**config.mk**
```make
export PLATFORM = sky130hd
export DESIGN_NAME = sponge_byte_hash_top
export DESIGN_NICKNAME = d
export VERILOG_FILES = /design/src/rtl/sbh_pkg.sv /design/src/rtl/sbh_ram.sv /design/src/rtl/sbh_perm.sv /design/src/rtl/sbh_ctrl.sv /design/src/rtl/sponge_byte_hash_top.sv
export SDC_FILE = /design/constraint.sdc
export NUM_CORES = 2
export LEC_CHECK = 0
export ABC_AREA = 1
export BUFFER_PORTS_ARGS = -buffer_cell sky130_fd_sc_hd__buf_2
export CAP_MARGIN = 0
export CELL_PAD_IN_SITES_DETAIL_PLACEMENT = 0
export CELL_PAD_IN_SITES_GLOBAL_PLACEMENT = 1
export CORE_ASPECT_RATIO = 1.75
export CORE_MARGIN = 3
export CORE_UTILIZATION = 52
export CTS_CLUSTER_SIZE = 8
export DETAILED_ROUTE_END_ITERATION = 10
export PLACE_DENSITY = 0.82
export SLEW_MARGIN = 20
export SYNTH_ARGS = -nofsm -noshare
export SYNTH_HDL_FRONTEND = slang
export SYNTH_SLANG_ARGS = --single-unit
```
**constraint.sdc**
```tcl
create_clock -name clk -period 15.2 [get_ports clk]
set_clock_uncertainty 0.2 [all_clocks]
set_input_delay 1.52 -clock clk [delete_from_list [all_inputs] [get_ports clk]]
set_output_delay 1.52 -clock clk [all_outputs]
set_load 0.02 [all_outputs]
```
**src/rtl/sbh_pkg.sv**
```systemverilog
// Shared types and constants for the sponge byte hash block.
// Used by sbh_perm, sbh_ctrl and sponge_byte_hash_top; no dependencies.
package sbh_pkg;

    localparam int BYTE_W     = 8;
    localparam int PERM_AW    = 8;
    localparam int PERM_DEPTH = 256;

    // Base of the upper half where nibbles are swapped in
    localparam logic [PERM_AW-1:0] HALF_BASE  = 8'd128;
    localparam logic [3:0]         NIBBLE_MSK = 4'hf;

    // Request codes
    localparam logic [1:0] REQ_INIT   = 2'd0;
    localparam logic [1:0] REQ_ABSORB = 2'd1;
    localparam logic [1:0] REQ_DRIP   = 2'd2;

    // Access request from the sequencer to the permutation store
    typedef struct packed {
        logic               clear;
        logic               rd_en;
        logic [PERM_AW-1:0] rd_addr;
        logic               wr_en;
        logic [PERM_AW-1:0] wr_addr;
        logic [BYTE_W-1:0]  wr_data;
    } perm_req_t;

    // Finished output byte offered by the sequencer
    typedef struct packed {
        logic              valid;
        logic [BYTE_W-1:0] data;
    } sbh_res_t;

endpackage

```
**src/rtl/sbh_ram.sv**
```systemverilog
// Generic single-port-write, single-port-read RAM with registered read data.
// No dependencies; contents are undefined until written.
module sbh_ram #(
    parameter int WIDTH = 8,
    parameter int DEPTH = 256
) (
    input  logic                     clk,
    input  logic                     wr_en,
    input  logic [$clog2(DEPTH)-1:0] wr_addr,
    input  logic [WIDTH-1:0]         wr_data,
    input  logic                     rd_en,
    input  logic [$clog2(DEPTH)-1:0] rd_addr,
    output logic [WIDTH-1:0]         rd_data
);

    logic [WIDTH-1:0] mem [DEPTH];
    logic [WIDTH-1:0] rd_data_reg;

    // Write port
    always_ff @(posedge clk)
    begin
        if (wr_en)
        begin
            mem[wr_addr] <= wr_data;
        end
    end

    // Registered read port
    always_ff @(posedge clk)
    begin
        if (rd_en)
        begin
            rd_data_reg <= mem[rd_addr];
        end
    end

    assign rd_data = rd_data_reg;

endmodule

```
**src/rtl/sbh_perm.sv**
```systemverilog
// Permutation store: the byte RAM plus one valid bit per entry.
// An entry that is not valid reads as its own address (identity).
// Depends on sbh_pkg and sbh_ram.
module sbh_perm
    import sbh_pkg::*;
(
    input  logic              clk,
    input  logic              rst_n,
    input  perm_req_t         req,
    output logic [BYTE_W-1:0] rd_data
);

    logic [PERM_DEPTH-1:0] vld_reg;
    logic [PERM_DEPTH-1:0] vld_next;
    logic                  hit_reg;
    logic                  hit_next;
    logic [PERM_AW-1:0]    addr_reg;
    logic [PERM_AW-1:0]    addr_next;
    logic [BYTE_W-1:0]     ram_q;

    sbh_ram #(
        .WIDTH (BYTE_W),
        .DEPTH (PERM_DEPTH)
    ) u_ram (
        .clk     (clk),
        .wr_en   (req.wr_en),
        .wr_addr (req.wr_addr),
        .wr_data (req.wr_data),
        .rd_en   (req.rd_en),
        .rd_addr (req.rd_addr),
        .rd_data (ram_q)
    );

    // Drop all valid bits on clear, mark written entries
    always_comb
    begin
        vld_next = vld_reg;
        if (req.clear)
        begin
            vld_next = '0;
        end
        else if (req.wr_en)
        begin
            vld_next[req.wr_addr] = 1'b1;
        end
    end

    // Capture the valid bit and address alongside the RAM read
    always_comb
    begin
        hit_next  = hit_reg;
        addr_next = addr_reg;
        if (req.rd_en)
        begin
            hit_next  = vld_reg[req.rd_addr];
            addr_next = req.rd_addr;
        end
    end

    always_ff @(posedge clk or negedge rst_n)
    begin
        if (!rst_n)
        begin
            vld_reg  <= '0;
            hit_reg  <= 1'b0;
            addr_reg <= '0;
        end
        else
        begin
            vld_reg  <= vld_next;
            hit_reg  <= hit_next;
            addr_reg <= addr_next;
        end
    end

    assign rd_data = hit_reg ? ram_q : addr_reg;

endmodule

```
**src/rtl/sbh_ctrl.sv**
```systemverilog
// Sequencer for the sponge byte hash: index registers and the state machine
// that reads, modifies and writes back the permutation store.
// Depends on sbh_pkg.
module sbh_ctrl
    import sbh_pkg::*;
#(
    parameter int WHIP_ROUNDS = 512
) (
    input  logic              clk,
    input  logic              rst_n,
    input  logic              start,
    input  logic [1:0]        req_type,
    input  logic [BYTE_W-1:0] data_byte,
    input  logic [BYTE_W-1:0] rd_data,
    input  logic              res_take,
    output logic              idle,
    output perm_req_t         preq,
    output sbh_res_t          res
);

    localparam int RW = (WHIP_ROUNDS > 1) ? $clog2(WHIP_ROUNDS) : 1;
    localparam logic [RW-1:0] ROUND_LAST = RW'(WHIP_ROUNDS - 1);

    typedef enum logic [12:0] {
        ST_IDLE   = 13'b0000000000001,
        ST_NB_RA  = 13'b0000000000010,
        ST_NB_RB  = 13'b0000000000100,
        ST_NB_WA  = 13'b0000000001000,
        ST_NB_WB  = 13'b0000000010000,
        ST_UP_RI  = 13'b0000000100000,
        ST_UP_RY  = 13'b0000001000000,
        ST_UP_RJ  = 13'b0000010000000,
        ST_UP_WI  = 13'b0000100000000,
        ST_UP_WJ  = 13'b0001000000000,
        ST_OUT_R1 = 13'b0010000000000,
        ST_OUT_R2 = 13'b0100000000000,
        ST_OUT_R3 = 13'b1000000000000
    } state_t;

    state_t            state_reg, state_next;
    logic              drip_reg, drip_next;
    logic              nib_hi_reg, nib_hi_next;
    logic              shuf_reg, shuf_next;
    logic              send_reg, send_next;
    logic [RW-1:0]     cnt_reg, cnt_next;
    logic [BYTE_W-1:0] byte_reg, byte_next;
    logic [BYTE_W-1:0] tmp_reg, tmp_next;
    logic [BYTE_W-1:0] pos_reg, pos_next;
    logic [BYTE_W-1:0] i_reg, i_next;
    logic [BYTE_W-1:0] j_reg, j_next;
    logic [BYTE_W-1:0] k_reg, k_next;
    logic [BYTE_W-1:0] w_reg, w_next;
    logic [BYTE_W-1:0] last_reg, last_next;

    logic [3:0]         nib;
    logic [PERM_AW-1:0] nib_addr;

    // Current nibble and its swap partner in the upper half
    assign nib      = (nib_hi_reg ? byte_reg[7:4] : byte_reg[3:0]) & NIBBLE_MSK;
    assign nib_addr = HALF_BASE | {4'b0000, nib};

    always_comb
    begin
        state_next  = state_reg;
        drip_next   = drip_reg;
        nib_hi_next = nib_hi_reg;
        shuf_next   = shuf_reg;
        send_next   = send_reg;
        cnt_next    = cnt_reg;
        byte_next   = byte_reg;
        tmp_next    = tmp_reg;
        pos_next    = pos_reg;
        i_next      = i_reg;
        j_next      = j_reg;
        k_next      = k_reg;
        w_next      = w_reg;
        last_next   = last_reg;
        preq        = '0;

        unique case (state_reg)
            ST_IDLE:
            begin
                // Output byte waits here until the output register frees up
                if (send_reg)
                begin
                    if (res_take)
                    begin
                        send_next = 1'b0;
                    end
                end
                else if (start)
                begin
                    byte_next = data_byte;
                    if (req_type == REQ_INIT)
                    begin
                        preq.clear = 1'b1;
                        pos_next   = '0;
                        i_next     = '0;
                        j_next     = '0;
                        k_next     = '0;
                        w_next     = 8'd1;
                        last_next  = '0;
                    end
                    else if (req_type == REQ_ABSORB)
                    begin
                        drip_next   = 1'b0;
                        nib_hi_next = 1'b0;
                        state_next  = ST_NB_RA;
                    end
                    else if (req_type == REQ_DRIP)
                    begin
                        drip_next  = 1'b1;
                        shuf_next  = (pos_reg != '0);
                        cnt_next   = '0;
                        state_next = ST_UP_RI;
                    end
                end
            end

            // Nibble swap: shuffle first when the lower half is full
            ST_NB_RA:
            begin
                if (pos_reg == HALF_BASE)
                begin
                    shuf_next  = 1'b1;
                    cnt_next   = '0;
                    state_next = ST_UP_RI;
                end
                else
                begin
                    preq.rd_en   = 1'b1;
                    preq.rd_addr = pos_reg;
                    state_next   = ST_NB_RB;
                end
            end

            ST_NB_RB:
            begin
                tmp_next     = rd_data;
                preq.rd_en   = 1'b1;
                preq.rd_addr = nib_addr;
                state_next   = ST_NB_WA;
            end

            ST_NB_WA:
            begin
                preq.wr_en   = 1'b1;
                preq.wr_addr = pos_reg;
                preq.wr_data = rd_data;
                state_next   = ST_NB_WB;
            end

            ST_NB_WB:
            begin
                preq.wr_en   = 1'b1;
                preq.wr_addr = nib_addr;
                preq.wr_data = tmp_reg;
                pos_next     = pos_reg + 8'd1;
                if (nib_hi_reg)
                begin
                    state_next = ST_IDLE;
                end
                else
                begin
                    nib_hi_next = 1'b1;
                    state_next  = ST_NB_RA;
                end
            end

            // Update: advance i and fetch perm[i]
            ST_UP_RI:
            begin
                i_next       = i_reg + w_reg;
                preq.rd_en   = 1'b1;
                preq.rd_addr = i_reg + w_reg;
                state_next   = ST_UP_RY;
            end

            ST_UP_RY:
            begin
                tmp_next     = rd_data;
                preq.rd_en   = 1'b1;
                preq.rd_addr = j_reg + rd_data;
                state_next   = ST_UP_RJ;
            end

            ST_UP_RJ:
            begin
                j_next       = k_reg + rd_data;
                preq.rd_en   = 1'b1;
                preq.rd_addr = k_reg + rd_data;
                state_next   = ST_UP_WI;
            end

            ST_UP_WI:
            begin
                k_next       = i_reg + k_reg + rd_data;
                preq.wr_en   = 1'b1;
                preq.wr_addr = i_reg;
                preq.wr_data = rd_data;
                state_next   = ST_UP_WJ;
            end

            ST_UP_WJ:
            begin
                preq.wr_en   = 1'b1;
                preq.wr_addr = j_reg;
                preq.wr_data = tmp_reg;
                if (shuf_reg)
                begin
                    if (cnt_reg == ROUND_LAST)
                    begin
                        shuf_next  = 1'b0;
                        w_next     = w_reg + 8'd2;
                        pos_next   = '0;
                        state_next = drip_reg ? ST_UP_RI : ST_NB_RA;
                    end
                    else
                    begin
                        cnt_next   = cnt_reg + RW'(1);
                        state_next = ST_UP_RI;
                    end
                end
                else
                begin
                    state_next = ST_OUT_R1;
                end
            end

            // Output chain of three dependent reads
            ST_OUT_R1:
            begin
                preq.rd_en   = 1'b1;
                preq.rd_addr = last_reg + k_reg;
                state_next   = ST_OUT_R2;
            end

            ST_OUT_R2:
            begin
                preq.rd_en   = 1'b1;
                preq.rd_addr = i_reg + rd_data;
                state_next   = ST_OUT_R3;
            end

            ST_OUT_R3:
            begin
                preq.rd_en   = 1'b1;
                preq.rd_addr = j_reg + rd_data;
                send_next    = 1'b1;
                state_next   = ST_IDLE;
            end

            default:
            begin
                state_next = ST_IDLE;
            end
        endcase
    end

    // Offer the squeezed byte to the output register as it returns from the store
    always_comb
    begin
        res.valid = (state_reg == ST_IDLE) && send_reg;
        res.data  = rd_data;
    end

    always_ff @(posedge clk or negedge rst_n)
    begin
        if (!rst_n)
        begin
            state_reg  <= ST_IDLE;
            drip_reg   <= 1'b0;
            nib_hi_reg <= 1'b0;
            shuf_reg   <= 1'b0;
            send_reg   <= 1'b0;
            cnt_reg    <= '0;
            pos_reg    <= '0;
            i_reg      <= '0;
            j_reg      <= '0;
            k_reg      <= '0;
            w_reg      <= 8'd1;
            last_reg   <= '0;
        end
        else
        begin
            state_reg  <= state_next;
            drip_reg   <= drip_next;
            nib_hi_reg <= nib_hi_next;
            shuf_reg   <= shuf_next;
            send_reg   <= send_next;
            cnt_reg    <= cnt_next;
            pos_reg    <= pos_next;
            i_reg      <= i_next;
            j_reg      <= j_next;
            k_reg      <= k_next;
            w_reg      <= w_next;
            last_reg   <= (res.valid && res_take) ? rd_data : last_next;
        end
    end

    // Payload registers
    always_ff @(posedge clk)
    begin
        byte_reg <= byte_next;
        tmp_reg  <= tmp_next;
    end

    assign idle = (state_reg == ST_IDLE) && !send_reg;

endmodule

```
**src/rtl/sponge_byte_hash_top.sv**
```systemverilog
// Sponge byte hash: a Spritz-style hash over a 256-entry byte permutation.
// Channels: input beat (req_type, data_byte) on in_valid / in_stall, output
// beat hash_byte on out_valid / out_stall. A beat moves at a rising edge
// where valid is high and stall is low.
// Requests: init puts the permutation back to identity by dropping the
// per-entry valid bits; absorb folds in one byte (two nibble swaps); drip
// squeezes one hash byte. Other codes are dropped.
// Each request runs as a chain of single accesses to the store, which has one
// read and one write port: absorb does two nibble swaps; drip does one update
// (after any shuffle) and three output reads; a shuffle does WHIP_ROUNDS
// updates. A shuffle runs once every 64 absorbed bytes and before a drip that
// follows absorbing.
// One request is worked at a time; in_stall is high while it is in progress.
// The output register holds a finished byte while out_stall is high, and
// new requests are taken meanwhile; a drip that finishes while the register
// is still full waits until it is taken.
// Reset (rst_n low, asynchronous) gives the init state with no beat pending.
// Depends on sbh_pkg, sbh_ram, sbh_perm and sbh_ctrl.
module sponge_byte_hash_top
    import sbh_pkg::*;
#(
    parameter int WHIP_ROUNDS = 512
) (
    input  logic              clk,
    input  logic              rst_n,
    input  logic              in_valid,
    output logic              in_stall,
    input  logic [1:0]        req_type,
    input  logic [BYTE_W-1:0] data_byte,
    output logic              out_valid,
    input  logic              out_stall,
    output logic [BYTE_W-1:0] hash_byte
);

    perm_req_t         preq;
    sbh_res_t          res;
    logic [BYTE_W-1:0] rd_data;
    logic              idle;
    logic              start;
    logic              res_take;
    logic              out_valid_reg, out_valid_next;
    logic [BYTE_W-1:0] hash_byte_reg;

    sbh_perm u_perm (
        .clk     (clk),
        .rst_n   (rst_n),
        .req     (preq),
        .rd_data (rd_data)
    );

    sbh_ctrl #(
        .WHIP_ROUNDS (WHIP_ROUNDS)
    ) u_ctrl (
        .clk       (clk),
        .rst_n     (rst_n),
        .start     (start),
        .req_type  (req_type),
        .data_byte (data_byte),
        .rd_data   (rd_data),
        .res_take  (res_take),
        .idle      (idle),
        .preq      (preq),
        .res       (res)
    );

    // Accept a request only while the sequencer is free
    assign in_stall = !idle;
    assign start    = in_valid && idle;

    // Output register: load when empty or being drained
    assign res_take = !out_valid_reg || !out_stall;

    always_comb
    begin
        out_valid_next = out_valid_reg;
        if (res.valid && res_take)
        begin
            out_valid_next = 1'b1;
        end
        else if (!out_stall)
        begin
            out_valid_next = 1'b0;
        end
    end

    always_ff @(posedge clk or negedge rst_n)
    begin
        if (!rst_n)
        begin
            out_valid_reg <= 1'b0;
        end
        else
        begin
            out_valid_reg <= out_valid_next;
        end
    end

    always_ff @(posedge clk)
    begin
        if (res.valid && res_take)
        begin
            hash_byte_reg <= res.data;
        end
    end

    assign out_valid = out_valid_reg;
    assign hash_byte = hash_byte_reg;

endmodule

```
==> results.txt <==
EDFF count, synth: 2080
Switch Pwr: 4.48 mW
CP max stage cell: buf_4
Mapped Cells: 8801
Crit. End Element: flop
status: complete, no violations
TritonCTS clock tree: yes
Internal Pwr Total: 12.2 mW
final setup vio count: 0
Max-Cap Viols: 0
DR vias: 72000
XOR/XNOR Fraction of Synth Area: 0.00111
Most common cell on crit path: nand3_1
post_cts resized: 0
antenna viol nets, final: 0
Yosys warnings: 0
Yosys reg bits: 2420
clock root buffer: clkbuf_16
DP Wirelength: 190000 um
worst flop-to-flop path startpoint: u_perm.hit_reg
Post-Syn Area: 103000 um^2
worst endpoint required time: 15.71 ns
Lkg Pwr: 38.6 nW
CORE AREA: 196000 um^2
DR pass1 iterations: 7
Vias/cell: 6.21
Worst R2R Path Depth: 21
post-synthesis adder-cell area fraction: 0.00768
share of power burned in the clock network: 0.422
Flop pwr share: 0.448
Seq/Total Area, Yosys: 0.689
Comb pwr share: 0.130
clock latency on the worst-skew pair: 0.86 ns
clock sinks: 2420
vias in the first global route: 71500
Synth Net Count: 8871
Post-synth top flop: edfxtp_1
total track usage: 0.315
WL/cell: 28.0 um
Hold Vio Cnt, Final: 0
kind of critical path: flop to flop
Slew Limit Headroom: 0.178
CP max FO: 89
Die Y: 595 um
Critical Path Max Stage Delay: 0.78 ns
P per Cell Area: 145 nW/um^2
first-pass GRT wire length: 473000 um
CTS H-Tree Depth: 5
area grow syn2layout: 11.7%
Ports: 24
fin nets: 8800
end of the worst hold path: out_valid
largest net degree at the start of global routing: 222
Avg Cell Area, Syn: 11.7 um^2
Setup crit start kind: flop
Slew Limit Fails: 0
mux cell area share after synthesis: 0.000292
TritonCTS buffer count: 344
min-delay src: u_ctrl.send_reg
share of cells above drive strength 1: 0.119
power consumption: 16.7 mW
Starting Density: 0.524
Worst path depth: 21
minimum clock period after layout: 7.26 ns
Site Rows: 215
DP Worst Slack: 8.17 ns
die area: 204000 um^2
# hold bufs at CTS: 0
post-synthesis compound-gate area fraction: 0.0842
Post-route DRC: 0
RSZ-0062 raised after global routing: false
Post-Route WL: 325000 um
Final GP Congestion: 0.931
clock buffer depth: 4
switch share: 0.268
critical path data arrival time: 7.77 ns
CP top delay family: buffers and inverters
Fmax: 0.138 GHz
Iter 0 DRT Violations: 8618
HP Class: flop to flop
max reg flops: 2048
Hold Path Stages: 2
largest family of logic cells by synthesized area: simple AND/OR/NAND/NOR gates
RR Endpoint: u_perm.u_ram.rd_data[1]
count of different cell masters after synthesis: 59
part of the cycle the worst path needs: 0.478
worst-path cell chain: inv_1 > or2_2 > o21ai_0 > inv_1 > fa_1 > nand3_1 > nand2_1 > nor2_1 > nand3_4 > buf_4 > inv_8 > buf_4 > buf_4 > o211ai_1 > nand3_1 > nand3_1 > nand3_1 > nand3_1 > nand3_1 > nand3_1 > nand2_1
GR Overflow Total: 0
R2R setup slack: 7.94 ns
Bufs and invs on worst path: 6
clock-pin slew on the worst setup and hold paths: 0.05 ns
Worst-Margin Slew: 1.23 ns
simple-gate share of the synthesized area: 0.180
maximum VDD drop: 0.0000914 V
Die X: 342 um
Setup Fix Bufs, Post-CTS: 0
final setup margin: 7.94 ns
initial antenna violation count: 8
IO buf count: 23
final setup TNS: 0 ns
ys async rst share: 0.140
-- layout by cell type, fill, tap and decap left out, types with 9 or more instances in the layout --
| cell | synthesis | routed |
|---|---|---|
| edfxtp_1 | 2080 | 2080 |
| nor2_1 | 1212 | 1209 |
| nand3_1 | 1063 | 1061 |
| nand2_1 | 1041 | 1030 |
| o211ai_1 | 712 | 712 |
| or2_2 | 456 | 457 |
| o21ai_0 | 443 | 433 |
| clkbuf_16 | 0 | 349 |
| dfrtp_1 | 338 | 338 |
| inv_1 | 329 | 329 |
| clkbuf_1 | 264 | 233 |
| or2_1 | 130 | 129 |
| buf_4 | 37 | 117 |
| a21oi_1 | 75 | 75 |
| nand4_1 | 50 | 50 |
| o21ai_1 | 43 | 45 |
| ha_1 | 44 | 44 |
| o21a_1 | 31 | 31 |
| nor3_1 | 27 | 26 |
| buf_2 | 180 | 22 |
| nor2_2 | 18 | 21 |
| nand2_2 | 7 | 17 |
| o22ai_1 | 15 | 15 |
| fa_1 | 12 | 12 |
| inv_2 | 16 | 11 |
| inv_6 | 0 | 11 |
| nand3_4 | 4 | 9 |
| buf_12 | 0 | 9 |
-- metrics by stage --
stage,area (um^2),utilization,cells,hold WS [ns]
5_1_grt,115000,0.586,11600,0.304
6_report,115000,0.586,11600,0.265
4_1_cts,115000,0.585,11600,0.278
3_5_place_dp,105000,0.535,11000,0.267
3_3_place_gp,105000,0.535,11000,0.252
2_1_floorplan,103000,-,8801,0.237
-- cells by family after synthesis --
family / Yosys count
and+or+nand+nor: 4047
DFF: 2420
AOI/OAI and AO/OA: 1344
buffers and inverters: 918
adders and majority gates: 56
xor gates and xnor gates: 13
muxes: 3
-- worst register-to-register path: cells and delay by family, from the launching register on --
family / cells / cell delay (ns)
DFF: 1 / 0.58
AOI/OAI and AO/OA: 2 / 0.59
buffers and inverters: 6 / 3.01
and+or+nand+nor: 12 / 2.19
adders and majority gates: 1 / 0.56
-- power groups by stage --
stage / clock [mW] / sequential, mW / combinational, mW
final: 7.06 / 7.49 / 2.17
after global routing: 7.38 / 7.51 / 2.37
after CTS: 7.10 / 7.49 / 2.15
after detailed placement: 0 / 7.61 / 2.14
after global placement: 0 / 7.60 / 2.11
after floorplan: 0 / 7.57 / 1.43
-- cell usage after synthesis, types with 8 or more instances --
library cell / number / area [um^2]
o21ai_0: 443 / 2220
ha_1: 44 / 551
clkbuf_1: 264 / 991
nand3_1: 1063 / 5320
o211ai_1: 712 / 5350
a21oi_1: 75 / 375
nor3_1: 27 / 135
or2_2: 456 / 2850
buf_6: 8 / 90.1
o22ai_1: 15 / 93.8
edfxtp_1: 2080 / 62500
buf_4: 37 / 278
buf_1: 69 / 259
nor2_2: 18 / 113
nand4_1: 50 / 313
or2_1: 130 / 813
clkbuf_2: 11 / 55.1
a31oi_1: 8 / 50.1
nor2_1: 1212 / 4550
inv_1: 329 / 1230
xor2_1: 8 / 70.1
nand2_1: 1041 / 3910
dfrtp_1: 338 / 8460
inv_2: 16 / 60.1
buf_2: 180 / 901
fa_1: 12 / 240
o21ai_1: 43 / 215
o21a_1: 31 / 233
-- area by class of cell --
type / instances / area (um^2)
antenna: 5 / 12.5
clock buffer: 582 / 9610
clock inverter: 19 / 270
fill: 15600 / 81400
inverter: 349 / 1350
multi-input combinational: 5463 / 28300
sequential: 2420 / 71000
tap: 2604 / 3260
timing repair buffer: 152 / 1270
-- metal layers --
layer | vias up | GRT usage | routed length, um
li1 | 31300 | - | -
met4 | 6 | 0.215 | 24700
met3 | 1076 | 0.0566 | 29400
met5 | - | 0 | 34
met2 | 4153 | 0.524 | 159000
met1 | 35600 | 0.372 | 111000
-- worst max path at each step --
stage                        startpoint                      end
floorplan           u_ctrl.state_reg[8]   u_perm.u_ram.mem[0][0]
global placement         u_perm.hit_reg  u_perm.u_ram.rd_data[1]
detailed placement       u_perm.hit_reg  u_perm.u_ram.rd_data[1]
CTS                      u_perm.hit_reg  u_perm.u_ram.rd_data[1]
global route             u_perm.hit_reg  u_perm.u_ram.rd_data[1]
finish                   u_perm.hit_reg  u_perm.u_ram.rd_data[1]
Note: power is estimated with default switching activity, not from simulation.
